**config.mk**
```make
export PLATFORM = sky130hd
export DESIGN_NAME = multi2_cbc_block_decrypt
export DESIGN_NICKNAME = d
export VERILOG_FILES = /design/src/rtl/m2cbc_pkg.sv /design/src/rtl/m2cbc_pi_unit.sv /design/src/rtl/m2cbc_regs.sv /design/src/rtl/m2cbc_core.sv /design/src/rtl/multi2_cbc_block_decrypt.sv
export VERILOG_INCLUDE_DIRS = /design/src /design/src/rtl
export SDC_FILE = /design/constraint.sdc
export NUM_CORES = 2
export LEC_CHECK = 0
export ABC_AREA = 1
export BUFFER_PORTS_ARGS = -buffer_cell sky130_fd_sc_hd__buf_4
export CORE_ASPECT_RATIO = 0.75
export CORE_MARGIN = 5
export CORE_UTILIZATION = 45
export DETAILED_ROUTE_END_ITERATION = 8
export RECOVER_POWER = 25
export SYNTH_ARGS = -nofsm -noshare
export SYNTH_HDL_FRONTEND = slang
export SYNTH_SLANG_ARGS = --single-unit
```
**constraint.sdc**
```tcl
create_clock -name clk_i -period 13.7 [get_ports clk_i]
set_clock_uncertainty 0.2 [all_clocks]
set_input_delay 2.055 -clock clk_i [delete_from_list [all_inputs] [get_ports clk_i]]
set_output_delay 2.055 -clock clk_i [all_outputs]
set_load 0.01 [all_outputs]
```
**src/rtl/multi2_cbc_block_decrypt_defines.svh**
```systemverilog
// Assertion macros used by the MULTI2 CBC decryptor core.
// No dependencies; included by the files that carry concurrent assertions.
`ifndef MULTI2_CBC_BLOCK_DECRYPT_DEFINES_SVH
`define MULTI2_CBC_BLOCK_DECRYPT_DEFINES_SVH

// Property that must hold at every clock edge outside reset.
`define M2CBC_ASSERT(lbl, clk, rst_n, prop, msg) \
  lbl: assert property (@(posedge clk) disable iff (!rst_n) prop) else $error(msg);

// Condition that must never be seen at a clock edge outside reset.
`define M2CBC_NEVER(lbl, clk, rst_n, cond, msg) \
  lbl: assert property (@(posedge clk) disable iff (!rst_n) !(cond)) else $error(msg);

`endif

```
**src/rtl/m2cbc_pkg.sv**
```systemverilog
// Types, constants and the micro-op schedule of the MULTI2 CBC decryptor.
// No dependencies; used by every module of the block.
package m2cbc_pkg;

  localparam int unsigned RegAddrW   = 6;
  localparam int unsigned PhaseCount = 10;
  localparam int unsigned PhaseW     = $clog2(PhaseCount);
  localparam logic [3:0]  RoundsRst  = 4'd4;

  typedef enum logic [2:0] {
    REG_KEY_A  = 3'd0,
    REG_KEY_B  = 3'd1,
    REG_KEY_C  = 3'd2,
    REG_KEY_D  = 3'd3,
    REG_CHAIN  = 3'd4,
    REG_ROUNDS = 3'd5
  } reg_idx_e;

  typedef enum logic [2:0] {
    OP_S1,
    OP_S2,
    OP_S3A,
    OP_S3B,
    OP_S4
  } pi_op_e;

  typedef enum logic [1:0] {
    ST_IDLE,
    ST_RUN,
    ST_DONE
  } core_state_e;

  typedef struct packed {
    logic [7:0][31:0] wk;
    logic [63:0]      chain_init;
    logic [3:0]       rounds;
  } cfg_t;

  typedef struct packed {
    logic [63:0] cipher;
    logic [3:0]  nbytes;
    logic        chain_start;
  } item_t;

  typedef struct packed {
    logic [63:0] plain;
    logic        partial;
  } result_t;

  typedef struct packed {
    pi_op_e     op;
    logic [2:0] kidx;
  } sched_t;

  // One round as ten micro-ops; the third Pi step takes two of them.
  function automatic sched_t sched_entry(input logic dec, input logic [PhaseW-1:0] phase);
    sched_t s;
    s = '{op: OP_S1, kidx: 3'd0};
    if (dec) begin
      case (phase)
        4'd0: s = '{op: OP_S4,  kidx: 3'd7};
        4'd1: s = '{op: OP_S3A, kidx: 3'd5};
        4'd2: s = '{op: OP_S3B, kidx: 3'd6};
        4'd3: s = '{op: OP_S2,  kidx: 3'd4};
        4'd4: s = '{op: OP_S1,  kidx: 3'd0};
        4'd5: s = '{op: OP_S4,  kidx: 3'd3};
        4'd6: s = '{op: OP_S3A, kidx: 3'd1};
        4'd7: s = '{op: OP_S3B, kidx: 3'd2};
        4'd8: s = '{op: OP_S2,  kidx: 3'd0};
        default: s = '{op: OP_S1, kidx: 3'd0};
      endcase
    end else begin
      case (phase)
        4'd0: s = '{op: OP_S1,  kidx: 3'd0};
        4'd1: s = '{op: OP_S2,  kidx: 3'd0};
        4'd2: s = '{op: OP_S3A, kidx: 3'd1};
        4'd3: s = '{op: OP_S3B, kidx: 3'd2};
        4'd4: s = '{op: OP_S4,  kidx: 3'd3};
        4'd5: s = '{op: OP_S1,  kidx: 3'd0};
        4'd6: s = '{op: OP_S2,  kidx: 3'd4};
        4'd7: s = '{op: OP_S3A, kidx: 3'd5};
        4'd8: s = '{op: OP_S3B, kidx: 3'd6};
        default: s = '{op: OP_S4, kidx: 3'd7};
      endcase
    end
    return s;
  endfunction

  // Keeps the leading nbytes bytes of a block and zeroes the rest.
  function automatic logic [63:0] byte_mask(input logic [3:0] nbytes);
    logic [63:0] m;
    m = '0;
    for (int b = 0; b < 8; b++) begin
      if (4'(b) < nbytes) begin
        m[63 - 8*b -: 8] = 8'hff;
      end
    end
    return m;
  endfunction

endpackage

```
**src/rtl/m2cbc_pi_unit.sv**
```systemverilog
// Shared MULTI2 Pi step unit: one micro-op on the l and r halves and the t temporary per cycle.
// Depends on m2cbc_pkg for the micro-op codes.
module m2cbc_pi_unit
  import m2cbc_pkg::*;
(
  input  pi_op_e      op_i,
  input  logic [31:0] l_i,
  input  logic [31:0] r_i,
  input  logic [31:0] t_i,
  input  logic [31:0] key_i,
  output logic [31:0] l_o,
  output logic [31:0] r_o,
  output logic [31:0] t_o
);

  function automatic logic [31:0] rotl(input logic [31:0] v, input int unsigned amt);
    return (v << amt) | (v >> (32 - amt));
  endfunction

  logic [31:0] sum_r, sum_l, sum_t;
  logic [31:0] s2_a, s2_b;
  logic [31:0] s3_a, s3_b;
  logic [31:0] s3_c;
  logic [31:0] s4_a;

  assign sum_r = r_i + key_i;
  assign sum_l = l_i + key_i;
  assign sum_t = t_i + key_i;

  assign s2_a = rotl(sum_r, 1) + sum_r - 32'd1;
  assign s2_b = rotl(s2_a, 4) ^ s2_a;

  assign s3_a = rotl(sum_l, 2) + sum_l + 32'd1;
  assign s3_b = rotl(s3_a, 8) ^ s3_a;

  assign s3_c = rotl(sum_t, 1) - sum_t;

  assign s4_a = rotl(sum_r, 2) + sum_r + 32'd1;

  always_comb begin
    l_o = l_i;
    r_o = r_i;
    t_o = t_i;
    unique case (op_i)
      OP_S1:  r_o = r_i ^ l_i;
      OP_S2:  l_o = l_i ^ s2_b;
      OP_S3A: t_o = s3_b;
      OP_S3B: r_o = r_i ^ (rotl(s3_c, 16) ^ (s3_c | l_i));
      OP_S4:  l_o = l_i ^ s4_a;
      default: begin
        l_o = l_i;
        r_o = r_i;
        t_o = t_i;
      end
    endcase
  end

endmodule

```
**src/rtl/m2cbc_regs.sv**
```systemverilog
// APB register file: four work key pairs, the initial chain value and the round count.
// Depends on m2cbc_pkg for the register indexes and the configuration struct.
module m2cbc_regs
  import m2cbc_pkg::*;
(
  input  logic                clk_i,
  input  logic                rst_ni,
  input  logic                psel,
  input  logic                penable,
  input  logic                pwrite,
  input  logic [RegAddrW-1:0] paddr,
  input  logic [63:0]         pwdata,
  output logic [63:0]         prdata,
  output logic                pready,
  output cfg_t                cfg_o
);

  logic [63:0] key_a_q, key_b_q, key_c_q, key_d_q, chain_init_q;
  logic [3:0]  rounds_q;
  logic        wr_en;
  logic [2:0]  idx;

  assign pready = 1'b1;
  assign wr_en  = psel & penable & pwrite & pready;
  assign idx    = paddr[5:3];

  always_ff @(posedge clk_i or negedge rst_ni) begin
    if (!rst_ni) begin
      key_a_q      <= '0;
      key_b_q      <= '0;
      key_c_q      <= '0;
      key_d_q      <= '0;
      chain_init_q <= '0;
      rounds_q     <= RoundsRst;
    end else if (wr_en) begin
      unique case (idx)
        REG_KEY_A:  key_a_q      <= pwdata;
        REG_KEY_B:  key_b_q      <= pwdata;
        REG_KEY_C:  key_c_q      <= pwdata;
        REG_KEY_D:  key_d_q      <= pwdata;
        REG_CHAIN:  chain_init_q <= pwdata;
        REG_ROUNDS: rounds_q     <= pwdata[3:0];
        default: ;
      endcase
    end
  end

  always_comb begin
    unique case (idx)
      REG_KEY_A:  prdata = key_a_q;
      REG_KEY_B:  prdata = key_b_q;
      REG_KEY_C:  prdata = key_c_q;
      REG_KEY_D:  prdata = key_d_q;
      REG_CHAIN:  prdata = chain_init_q;
      REG_ROUNDS: prdata = {60'd0, rounds_q};
      default:    prdata = '0;
    endcase
  end

  always_comb begin
    cfg_o.wk[0]      = key_a_q[63:32];
    cfg_o.wk[1]      = key_a_q[31:0];
    cfg_o.wk[2]      = key_b_q[63:32];
    cfg_o.wk[3]      = key_b_q[31:0];
    cfg_o.wk[4]      = key_c_q[63:32];
    cfg_o.wk[5]      = key_c_q[31:0];
    cfg_o.wk[6]      = key_d_q[63:32];
    cfg_o.wk[7]      = key_d_q[31:0];
    cfg_o.chain_init = chain_init_q;
    cfg_o.rounds     = rounds_q;
  end

endmodule

```
**src/rtl/m2cbc_core.sv**
```systemverilog
// Sequencer and datapath: runs the Pi micro-ops of one word and keeps the chain register.
// Depends on m2cbc_pkg, m2cbc_pi_unit and the assertion macro header.
`include "multi2_cbc_block_decrypt_defines.svh"

module m2cbc_core
  import m2cbc_pkg::*;
(
  input  logic    clk_i,
  input  logic    rst_ni,
  input  cfg_t    cfg_i,
  input  logic    start_i,
  input  item_t   item_i,
  output logic    busy_o,
  output logic    res_valid_o,
  input  logic    res_ready_i,
  output result_t res_o
);

  core_state_e       state_q, state_d;
  logic [PhaseW-1:0] phase_q, phase_d;
  logic [3:0]        round_q, round_d;
  logic [63:0]       chain_q, chain_d;
  logic [31:0]       l_q, l_d, r_q, r_d, t_q, t_d;
  logic [63:0]       ct_q, ct_d;
  logic [3:0]        nb_q, nb_d;
  logic [63:0]       chain_sel;
  sched_t            sched;
  logic [31:0]       pi_l, pi_r, pi_t;
  logic [63:0]       lr;

  assign sched = sched_entry(nb_q[3], phase_q);
  assign lr    = {l_q, r_q};

  m2cbc_pi_unit u_pi (
    .op_i  (sched.op),
    .l_i   (l_q),
    .r_i   (r_q),
    .t_i   (t_q),
    .key_i (cfg_i.wk[sched.kidx]),
    .l_o   (pi_l),
    .r_o   (pi_r),
    .t_o   (pi_t)
  );

  always_ff @(posedge clk_i or negedge rst_ni) begin
    if (!rst_ni) begin
      state_q <= ST_IDLE;
      phase_q <= '0;
      round_q <= '0;
      chain_q <= '0;
    end else begin
      state_q <= state_d;
      phase_q <= phase_d;
      round_q <= round_d;
      chain_q <= chain_d;
    end
  end

  always_ff @(posedge clk_i) begin
    l_q  <= l_d;
    r_q  <= r_d;
    t_q  <= t_d;
    ct_q <= ct_d;
    nb_q <= nb_d;
  end

  always_comb begin
    state_d   = state_q;
    phase_d   = phase_q;
    round_d   = round_q;
    chain_d   = chain_q;
    l_d       = l_q;
    r_d       = r_q;
    t_d       = t_q;
    ct_d      = ct_q;
    nb_d      = nb_q;
    chain_sel = item_i.chain_start ? cfg_i.chain_init : chain_q;
    unique case (state_q)
      ST_IDLE: begin
        if (start_i) begin
          chain_d = chain_sel;
          ct_d    = item_i.cipher;
          nb_d    = item_i.nbytes;
          phase_d = '0;
          round_d = '0;
          if (item_i.nbytes[3]) begin
            {l_d, r_d} = item_i.cipher;
          end else begin
            {l_d, r_d} = chain_sel;
          end
          if (item_i.nbytes == 4'd0 || cfg_i.rounds == 4'd0) begin
            state_d = ST_DONE;
          end else begin
            state_d = ST_RUN;
          end
        end
      end
      ST_RUN: begin
        l_d = pi_l;
        r_d = pi_r;
        t_d = pi_t;
        if (phase_q == PhaseW'(PhaseCount - 1)) begin
          phase_d = '0;
          round_d = round_q + 4'd1;
          if (round_q + 4'd1 == cfg_i.rounds) begin
            state_d = ST_DONE;
          end
        end else begin
          phase_d = phase_q + PhaseW'(1);
        end
      end
      ST_DONE: begin
        if (res_ready_i) begin
          state_d = ST_IDLE;
          if (nb_q[3]) begin
            chain_d = ct_q;
          end
        end
      end
      default: state_d = ST_IDLE;
    endcase
  end

  assign busy_o       = (state_q != ST_IDLE);
  assign res_valid_o  = (state_q == ST_DONE);
  assign res_o.partial = ~nb_q[3];
  assign res_o.plain   = nb_q[3] ? (lr ^ chain_q) : ((ct_q ^ lr) & byte_mask(nb_q));

  `M2CBC_NEVER(a_phase_range, clk_i, rst_ni, phase_q > PhaseW'(PhaseCount - 1),
               "micro-op phase ran past the end of a round")
  `M2CBC_ASSERT(a_run_exit, clk_i, rst_ni,
                (state_q == ST_RUN) |=> (state_q == ST_RUN || state_q == ST_DONE),
                "left the round loop without finishing")
  `M2CBC_ASSERT(a_chain_hold, clk_i, rst_ni,
                (state_q == ST_RUN) |=> $stable(chain_q),
                "chain register changed while rounds were running")
  `M2CBC_ASSERT(a_done_wait, clk_i, rst_ni,
                (state_q == ST_DONE && !res_ready_i) |=> (state_q == ST_DONE && $stable(res_o)),
                "result changed while waiting for the output register")

endmodule

```
**src/rtl/multi2_cbc_block_decrypt.sv**
```systemverilog
// MULTI2 CBC block decryptor with a keystream path for a final short block.
// Depends on m2cbc_pkg, m2cbc_regs and m2cbc_core.
//
//   channel  | direction | handshake                  | payload
//   input    | in        | in_valid_i / in_stall_o    | cipher_block_i, valid_bytes_i, chain_start_i
//   output   | out       | out_valid_o / out_stall_i  | plain_block_o, was_partial_o
//   config   | in        | APB psel/penable/pwrite    | paddr, pwdata, prdata
//
// A full word runs round_count rounds; the shared Pi unit runs ten micro-ops a round.
// A short word runs the same loop, in encrypt order, over the chain value; zero bytes or zero rounds skip it.
// Reset clears the chain register, loads the work keys with zero and the round count with four.
// in_stall_o is high while a word is in work or its result waits to enter the output register.
module multi2_cbc_block_decrypt
  import m2cbc_pkg::*;
(
  input  logic                clk_i,
  input  logic                rst_ni,
  input  logic                in_valid_i,
  output logic                in_stall_o,
  input  logic [63:0]         cipher_block_i,
  input  logic [3:0]          valid_bytes_i,
  input  logic                chain_start_i,
  output logic                out_valid_o,
  input  logic                out_stall_i,
  output logic [63:0]         plain_block_o,
  output logic                was_partial_o,
  input  logic                psel,
  input  logic                penable,
  input  logic                pwrite,
  input  logic [RegAddrW-1:0] paddr,
  input  logic [63:0]         pwdata,
  output logic [63:0]         prdata,
  output logic                pready
);

  cfg_t    cfg;
  item_t   item;
  result_t res;
  logic    busy, res_valid, load, accept;
  logic    out_valid_q, out_valid_d;
  result_t out_q;

  m2cbc_regs u_regs (
    .clk_i   (clk_i),
    .rst_ni  (rst_ni),
    .psel    (psel),
    .penable (penable),
    .pwrite  (pwrite),
    .paddr   (paddr),
    .pwdata  (pwdata),
    .prdata  (prdata),
    .pready  (pready),
    .cfg_o   (cfg)
  );

  assign item   = '{cipher: cipher_block_i, nbytes: valid_bytes_i, chain_start: chain_start_i};
  assign accept = in_valid_i & ~busy;

  m2cbc_core u_core (
    .clk_i       (clk_i),
    .rst_ni      (rst_ni),
    .cfg_i       (cfg),
    .start_i     (accept),
    .item_i      (item),
    .busy_o      (busy),
    .res_valid_o (res_valid),
    .res_ready_i (load),
    .res_o       (res)
  );

  assign load        = res_valid & (~out_valid_q | ~out_stall_i);
  assign out_valid_d = load | (out_valid_q & out_stall_i);

  always_ff @(posedge clk_i or negedge rst_ni) begin
    if (!rst_ni) begin
      out_valid_q <= 1'b0;
    end else begin
      out_valid_q <= out_valid_d;
    end
  end

  always_ff @(posedge clk_i) begin
    if (load) begin
      out_q <= res;
    end
  end

  assign in_stall_o    = busy;
  assign out_valid_o   = out_valid_q;
  assign plain_block_o = out_q.plain;
  assign was_partial_o = out_q.partial;

endmodule
```
==> flow_summary.ini <==
[worst_setup_path]
startpoint_type = register
crit_family = simple AND/OR/NAND/NOR gates
reg2reg_from = u_core.nb_q[3]
ff2ff_setup_slack_ps = 3250
criticalPathCategory = register to register
critPathMaxFanout = 77
cp.buffers_inverters = 5
end_kind = register
cpMaxStageDelayCell = o21ai_0
crit_path_frequent_cell = nand2_1
r2r-end = u_core.l_q[15]
slowest_delay_ps = 960
r2r_cells = 36
crit_arrival_ps = 10670
required_ps = 13910

[timing]
rsz0062_at_grt = no
maxSlewViolCount = 424
hold_viol = 0
min_period_over_period = 0.763
worst_slew_pin_slew_ps = 3720
final.setup.tns_ps = 0
min_period_ps = 10450
setup-violations-final = 0
slew_headroom = -1.48
fmax_mhz = 95.7

[routing]
drc = 0
routed_via_density = 5.88
dr.pass1.iters = 6
drtIter0Drc = 6199
wl_per_cell_um = 25.3
vias = 48173
antenna_left = 0
routed_wl_um = 207000

[clocking]
cts_resized = 0
cts_hold_buf = 0
h-tree-depth = 3
cts-root-buf = clkbuf_16
worstSkewPairLatency_ps = 690
clkTransAtPathRegs_ps = 60
cts_made_buffers = 71
clkSinkCount = 628
max-clock-path-buffers = 3
cts_tree = built
post_cts_buffers = 0

[die]
rows = 102
pin_count = 278
initial_core_util = 0.452
dieHeight_um = 288
core_area_mm2 = 0.103
die_area_mm2 = 0.110
die_x_um = 381

[logic_synthesis]
synthesis.area_mm2 = 0.0465
synth_edf_count = 229
ys_types = 63
synth_top_area_frac = 0.214
synth_area_leaders = dfrtp_1, nand2_1, edfxtp_1
syn-num-nets = 6986
seq_area_frac_synth = 0.363
synth_top_flop_cell = dfrtp_1
syn_area_per_cell_um2 = 7.02
yosys_warnings = 0
synth_seq_cells = 628
async_flop_share = 0.635
synth_area_leader_cell = dfrtp_1
syn_inst = 6623

[status]
status = finished with violations
violations = capacitance limit, slew limit

[worst_hold_path]
worst_hold_path.num_cells = 2
hold_path.class = register to register
min-delay-start = u_regs.key_b_q[34]
hold_path_end = u_regs.key_b_q[34]

[global_route]
grt_max_degree = 97
overflow = 0
grt_pass1_vias = 42896
grt_pass1_wl_um = 296000
antenna_found_initial = 14
grt_usage = 0.364

[cells_and_area]
postLayoutCellArea_mm2 = 0.0521
fin_nets = 7145
drive_gt1_frac = 0.0692
multi_input_area_mm2 = 0.0256
fillCellCount = 10432
regArea_mm2 = 0.0169
synthToLayoutAreaGrowth_pct = 12.0

[place]
dp_hpwl_um = 158000
io_buffers = 273
placed_area_mm2 = 0.0499
gp_congestion = 1.07

[flow_run]
cap_violations = 10
-- cell families after synthesis --
logic type	after synthesis	share of synthesized area
AOI/OAI and AO/OA	1586	0.190
adders and majority gates	217	0.0595
other	1	0.0000807
xor gates and xnor gates	244	0.0469
and+or+nand+nor	2857	0.252
buffers and inverters	1090	0.0884
DFF	628	0.363
-- final cells by class --
class / instances / share of cell area
Antenna cell: 5 / 0.000240
Clock buffer: 96 / 0.0385
Clock inverter: 32 / 0.00887
Inverter: 849 / 0.0612
Multi-Input combinational cell: 4905 / 0.492
Sequential cell: 628 / 0.324
Tap cell: 1352 / 0.0325
Timing Repair Buffer: 327 / 0.0425
-- sequential cells by signal, indices dropped and copies added, names as in the netlist --
name,count
was_partial_o,1
u_core.chain_q,64
u_core.state_q,2
u_core.nb_q,4
u_core.ct_q,64
u_regs.key_d_q,64
u_core.t_q,32
u_regs.key_c_q,64
u_core.phase_q,4
u_regs.key_a_q,64
plain_block_o,64
u_core.l_q,32
out_valid_o,1
u_core.round_q,4
u_regs.chain_init_q,64
u_regs.rounds_q,4
u_regs.key_b_q,64
u_core.r_q,32
-- worst max-delay path by stage --
stage                           start              to  slack, ps  depth (start not counted)
CTS                 u_core.phase_q[0]  u_core.l_q[19]       3780                         41
finish                 u_core.nb_q[3]  u_core.l_q[15]       3250                         36
global placement    u_core.phase_q[0]  u_core.l_q[19]       3930                         41
detailed placement  u_core.phase_q[0]  u_core.l_q[19]       3820                         41
global route           u_core.nb_q[3]  u_core.l_q[15]       2650                         36
floorplan                  in_valid_i   u_core.r_q[0]       5200                          4
-- per-stage QoR --
| step | worst slack, ps | hold WS [ps] | instances | utilization |
|---|---|---|---|---|
| after detailed placement | 3820 | 273 | 8061 | 0.485 |
| after CTS | 3780 | 288 | 8189 | 0.509 |
| after global placement | 3930 | 267 | 8061 | 0.485 |
| after floorplan | 5200 | 253 | 6623 | - |
| final | 3250 | 285 | 8194 | 0.506 |
| after global routing | 2650 | 300 | 8189 | 0.506 |
-- cell usage in the layout (no fill, tap or decap), types with 131 or more instances in the layout --
cell and n:
a21oi_1 419, buf_4 245, nor2_1 366, edfxtp_1 229
dfrtp_1 398, ha_1 210, xor2_1 131, nand2_1 1905
inv_1 835, nand3_1 389, o21ai_0 788
-- metal layers --
metal,track usage,share of wire,vias up
li1,-,-,22301
met1,0.553,0.45,22948
met2,0.496,0.39,2605
met3,0.0980,0.12,313
met4,0.123,0.037,6
met5,0,0.00021,-
-- worst reg2reg max path, delay by kind of cell (launching register included) --
family / cells / cell delay [ps]
AND/OR/NAND/NOR: 19 / 3280
XOR/XNOR: 1 / 210
adder cells (fa/ha/maj): 4 / 1570
buffers and inverters: 5 / 2430
AO/OA/AOI/OAI: 7 / 2190
flip-flops: 1 / 340
-- Yosys cell counts (26+ instances only) --
library cell and instances:
inv_1 835, nor3_1 33, nand4_1 56, edfxtp_1 229
a21oi_1 420, o22ai_1 51, clkbuf_1 212, o21bai_1 44
dfrtp_1 398, o21ai_1 26, a31oi_1 60, o21ai_0 788
xor2_1 131, xnor2_1 109, nor2_1 369, nand2_2 27
nand3_1 389, o2111ai_1 26, nand2_1 1911, a221oi_1 47
ha_1 210
Power is left out: the tool's default activity adds up to more than one toggle a clock period on the data nets, which glitch-free logic cannot reach.
